`config.mk`:
```
export PLATFORM = sky130hd
export DESIGN_NAME = gfs_divider
export DESIGN_NICKNAME = d
export VERILOG_FILES = /design/src/hw/rtl/gfs_pkg.sv /design/src/hw/rtl/gfs_divider.sv
export SDC_FILE = /design/constraint.sdc
export NUM_CORES = 1
export LEC_CHECK = 0
export BUFFER_PORTS_ARGS = -buffer_cell sky130_fd_sc_hd__buf_2
export CAP_MARGIN = 25
export CORE_MARGIN = 3
export CORE_UTILIZATION = 35
export DETAILED_ROUTE_END_ITERATION = 16
export MAX_ROUTING_LAYER = met4
export PLACE_DENSITY = 0.54
export SLEW_MARGIN = 20
export SYNTH_ARGS = -nofsm -noshare
export SYNTH_HDL_FRONTEND = slang
export SYNTH_SLANG_ARGS = --single-unit
```
`constraint.sdc`:
```
create_clock -name clk -period 4.6 [get_ports clk]
set_input_delay 0.23 -clock clk [delete_from_list [all_inputs] [get_ports clk]]
set_output_delay 0.23 -clock clk [all_outputs]
set_load 0.01 [all_outputs]
```
`src/hw/rtl/gfs_pkg.sv`:
```
// ----------------------------------------------------------------------------
// gfs_pkg
// Shared types and constants for the gravity field force sum block.
// ----------------------------------------------------------------------------
package gfs_pkg;

    localparam int MAX_SOURCES = 16;
    localparam int MASK_BITS   = 16;
    localparam int SLOT_W      = $clog2(MAX_SOURCES);

    typedef enum logic [1:0] {
        OP_QUERY  = 2'd0,
        OP_WRITE  = 2'd1,
        OP_REMOVE = 2'd2,
        OP_NONE   = 2'd3
    } op_t;

    // one source table entry
    typedef struct packed {
        logic signed [31:0] vx;
        logic signed [31:0] vy;
        logic signed [31:0] vz;
        logic signed [31:0] strength;
        logic               spherical;
        logic [MASK_BITS-1:0] mask;
    } entry_t;

    typedef enum logic [3:0] {
        ST_IDLE,
        ST_READ,
        ST_CHECK,
        ST_SQ,
        ST_SQRT,
        ST_MUL,
        ST_DIV,
        ST_ACC,
        ST_DONE
    } state_t;

endpackage

```
`src/hw/rtl/gfs_divider.sv`:
```
// ----------------------------------------------------------------------------
// gfs_divider
// Restoring divider, 64 by 34 bits unsigned, one quotient bit per cycle.
// ----------------------------------------------------------------------------
module gfs_divider (
    input  logic        clk,
    input  logic        rst_n,
    input  logic        start,
    input  logic [63:0] dividend,
    input  logic [33:0] divisor,
    output logic        done,
    output logic [63:0] quotient
);
    import gfs_pkg::*;

    logic [63:0] quo_reg;
    logic [34:0] rem_reg;
    logic [33:0] den_reg;
    logic [6:0]  cnt_reg;
    logic        busy_reg;
    logic [34:0] shifted;
    logic [35:0] diff;

    assign shifted  = {rem_reg[33:0], quo_reg[63]};
    assign diff     = {1'b0, shifted} - {2'b00, den_reg};
    assign quotient = quo_reg;
    assign done     = busy_reg && (cnt_reg == 7'd0);

    always_ff @(posedge clk or negedge rst_n)
    begin
        if (!rst_n)
        begin
            busy_reg <= 1'b0;
            cnt_reg  <= '0;
        end
        else if (start)
        begin
            busy_reg <= 1'b1;
            cnt_reg  <= 7'd64;
        end
        else if (busy_reg)
        begin
            if (cnt_reg == 7'd0)
            begin
                busy_reg <= 1'b0;
            end
            else
            begin
                cnt_reg <= cnt_reg - 7'd1;
            end
        end
    end

    always_ff @(posedge clk)
    begin
        if (start)
        begin
            quo_reg <= dividend;
            rem_reg <= '0;
            den_reg <= divisor;
        end
        else if (busy_reg && cnt_reg != 7'd0)
        begin
            if (!diff[35])
            begin
                rem_reg <= diff[34:0];
                quo_reg <= {quo_reg[62:0], 1'b1};
            end
            else
            begin
                rem_reg <= shifted;
                quo_reg <= {quo_reg[62:0], 1'b0};
            end
        end
    end

endmodule

```
==> flow_summary.toml <==
[synthesis]
ys_seq_elements = 140
synth_edf_count = 98
ys_warn_count = 0
syn-cell-area_mm2 = 0.007605
synthDistinctLibCells = 66
syn_area_per_cell_um2 = 11.17
async_flop_share_pct = 5.714
yosysSeqAreaShare_pct = 50.28
synth.net_count = 819
synthFlopType = "edfxtp_1"
synthCells = 681

[timing]
slew_viol_final = 0
fmax_ghz = 0.3012
finClkSkew_ns = 0.01322
rsz0062_at_grt = "false"
worstMarginPinSlew_ns = 0.8456
setup_tns_ns = 0
max_slew_margin_pct = 43.42
hold_violations = 0
finalCritPeriodShare_pct = 72.18
fin_crit_ns = 3.320
setup_violations = 0

[die]
fp-row-count = 53
dieArea_mm2 = 0.02353
core_area_mm2 = 0.02115
initial_utilization_pct = 35.95
die_h_um = 153.4
die_width_um = 153.4
io_pins = 166

[power]
finalPower_mw = 4.953
p_per_area_mw_per_mm2 = 514.9
p_leak_nw = 4.223
vdd_ir_drop_max_uv = 244.6

[layout]
mostFrequentLayoutCells = "164 x buf_2, 98 x edfxtp_1, 66 x mux2_2"
fin_nets = 1016
drive_gt1_share_pct = 32.10
largest_reg_flops = 64
post-route-util_pct = 45.47
nFillCells = 2042
area_delta_synth_final_pct = 26.49
layout_commonest_cell = "buf_2"

[place]
place_congestion = 0.8502
hpwl_um = 13310
port_buffers = 165

[cts]
clock_latency_ns = 0.43
cts_tree = "done"
htreeDepth = 4
cts-resized-gates = 0
cts_made_buffers = 17
clkTransAtPathRegs_ns = 0.07
clockBufferDepth = 2
clock_sinks = 140
root_buffer = "clkbuf_16"

[route]
drc = 0
ant_nets = 0
wl_um = 18700
dr.pass1.iters = 4
vias = 5778
post_drt_via_cell_ratio = 4.951
wl_per_cell_um = 16.02
first_iter_violations = 283

[worst_setup_path]
cp_data_arrival_time_ns = 3.62
r2r_slack_ns = 1.28
critPathRequiredTime_ns = 4.90
worstSetupPathType = "reg2reg"
crit_fanout = 29
worstSetupStartpointType = "flop"
endpoint_kind = "flop"

[worst_hold_path]
hp-class = "in2reg"

[run_status]
status = "finished, final reports clean"

[global_route]
grt_max_degree = 49
track_usage_pct = 16.62
grt_pass1_vias = 6042
grt_antenna_before_repair = 1
gr-total-overflow = 0
grt_pass1_wl_um = 30710

[job]
max_cap_violations = 0
path summary, 6_finish.rpt:
check / cells past startpoint / startpoint / endpoint
worst max-delay path: 12 / den_reg[10]$_DFFE_PP_ / rem_reg[6]$_SDFFE_PP0P_
worst min-delay path: 2 / dividend[30] / quotient[30]$_DFFE_PP_
worst max register to register: 12 / den_reg[10]$_DFFE_PP_ / rem_reg[6]$_SDFFE_PP0P_
worst min register to register: 2 / rem_reg[2]$_SDFFE_PP0P_ / rem_reg[2]$_SDFFE_PP0P_
max in group asynchronous: 2 / rst_n / cnt_reg[0]$_DFFE_PN0P_
min in group asynchronous: 2 / rst_n / cnt_reg[6]$_DFFE_PN0P_
per-layer routing:
layer  routed length (µm)  part of all wire [%]  vias to the layer above  GRT usage [%]
met5                    0                     0                        -              -
met2                 8378                    45                      173          25.24
li1                     -                     -                     2920              -
met3                 1272                   6.8                       12          4.757
met4                  174                  0.93                        0          4.037
met1                 8875                    47                     2673          22.14
metrics by stage:
stage	area [µm²]	instances	hold slack (ns)	worst slack, ns
after global placement	8691	1099	0.08800	1.376
final	9619	1167	0.09845	1.280
after CTS	9617	1166	0.07717	1.250
after floorplan	7605	681	-0.06559	1.479
after global routing	9619	1167	0.07913	0.9687
after detailed placement	8691	1099	0.08543	1.274
cells in the mapped netlist, drive strengths merged, types with 5 or more instances:
cell     n  area share, %
a211oi  16            1.6
a21o    16            1.6
a21oi   46            3.1
and3     7           0.58
buf      9            1.0
clkbuf  20           0.99
dfrtp    8            2.6
dfxtp   34            9.0
edfxtp  98             39
ha      36            5.9
inv     47            2.3
mux2    66            9.8
mux2i   13            1.7
nand2   46            2.3
nand3   14           0.92
nor2    52            2.6
nor2b    6           0.49
nor3    21            1.4
nor4     5           0.41
o21a     5           0.49
o21ai   28            1.8
o31ai    5           0.56
xnor2   15            1.7
xor2    14            1.6
cell type report:
| type | instances | area, µm² | share of cell area, % |
|---|---|---|---|
| Multi-Input combinational cell | 465 | 3453 | 35.90 |
| Clock inverter | 15 | 150.1 | 1.561 |
| Antenna cell | 1 | 2.502 | 0.02601 |
| Clock buffer | 17 | 425.4 | 4.422 |
| Timing Repair Buffer | 207 | 1244 | 12.93 |
| Inverter | 47 | 176.4 | 1.834 |
| Sequential cell | 140 | 3824 | 39.75 |
| Tap cell | 275 | 344.1 | 3.577 |
power breakdown:
group	internal [mW]	switching, mW
sequential	1.68	0.177
clock	0.720	0.626
combinational	0.773	0.982
critical path: stages, from the launching register on:
cell	delay, ns
edfxtp_1	0.33
inv_1	0.04
ha_1	0.34
a21o_1	0.20
a21o_1	0.19
a221oi_2	0.30
a21oi_1	0.18
o2111ai_1	0.37
and2_1	0.62
buf_12	0.27
nor2_1	0.07
a211oi_1	0.18
nor3_1	0.06
what timing repair did:
item                                    in CTS  in global routing
endpoints found under the setup margin       0                  0
hold buffers                                35                  0
buffers inserted                             0                  0
endpoints found under the hold margin       42                  0
logic make-up after synthesis:
family	count (synthesis)	synth area share [%]
buf+inv	76	4.343
fa+ha+maj	37	6.186
mux	79	11.48
flops	140	50.28
xor+xnor	29	3.340
compound gates	150	13.80
simple gates	170	10.56
Power figures use the tool's default switching activity.
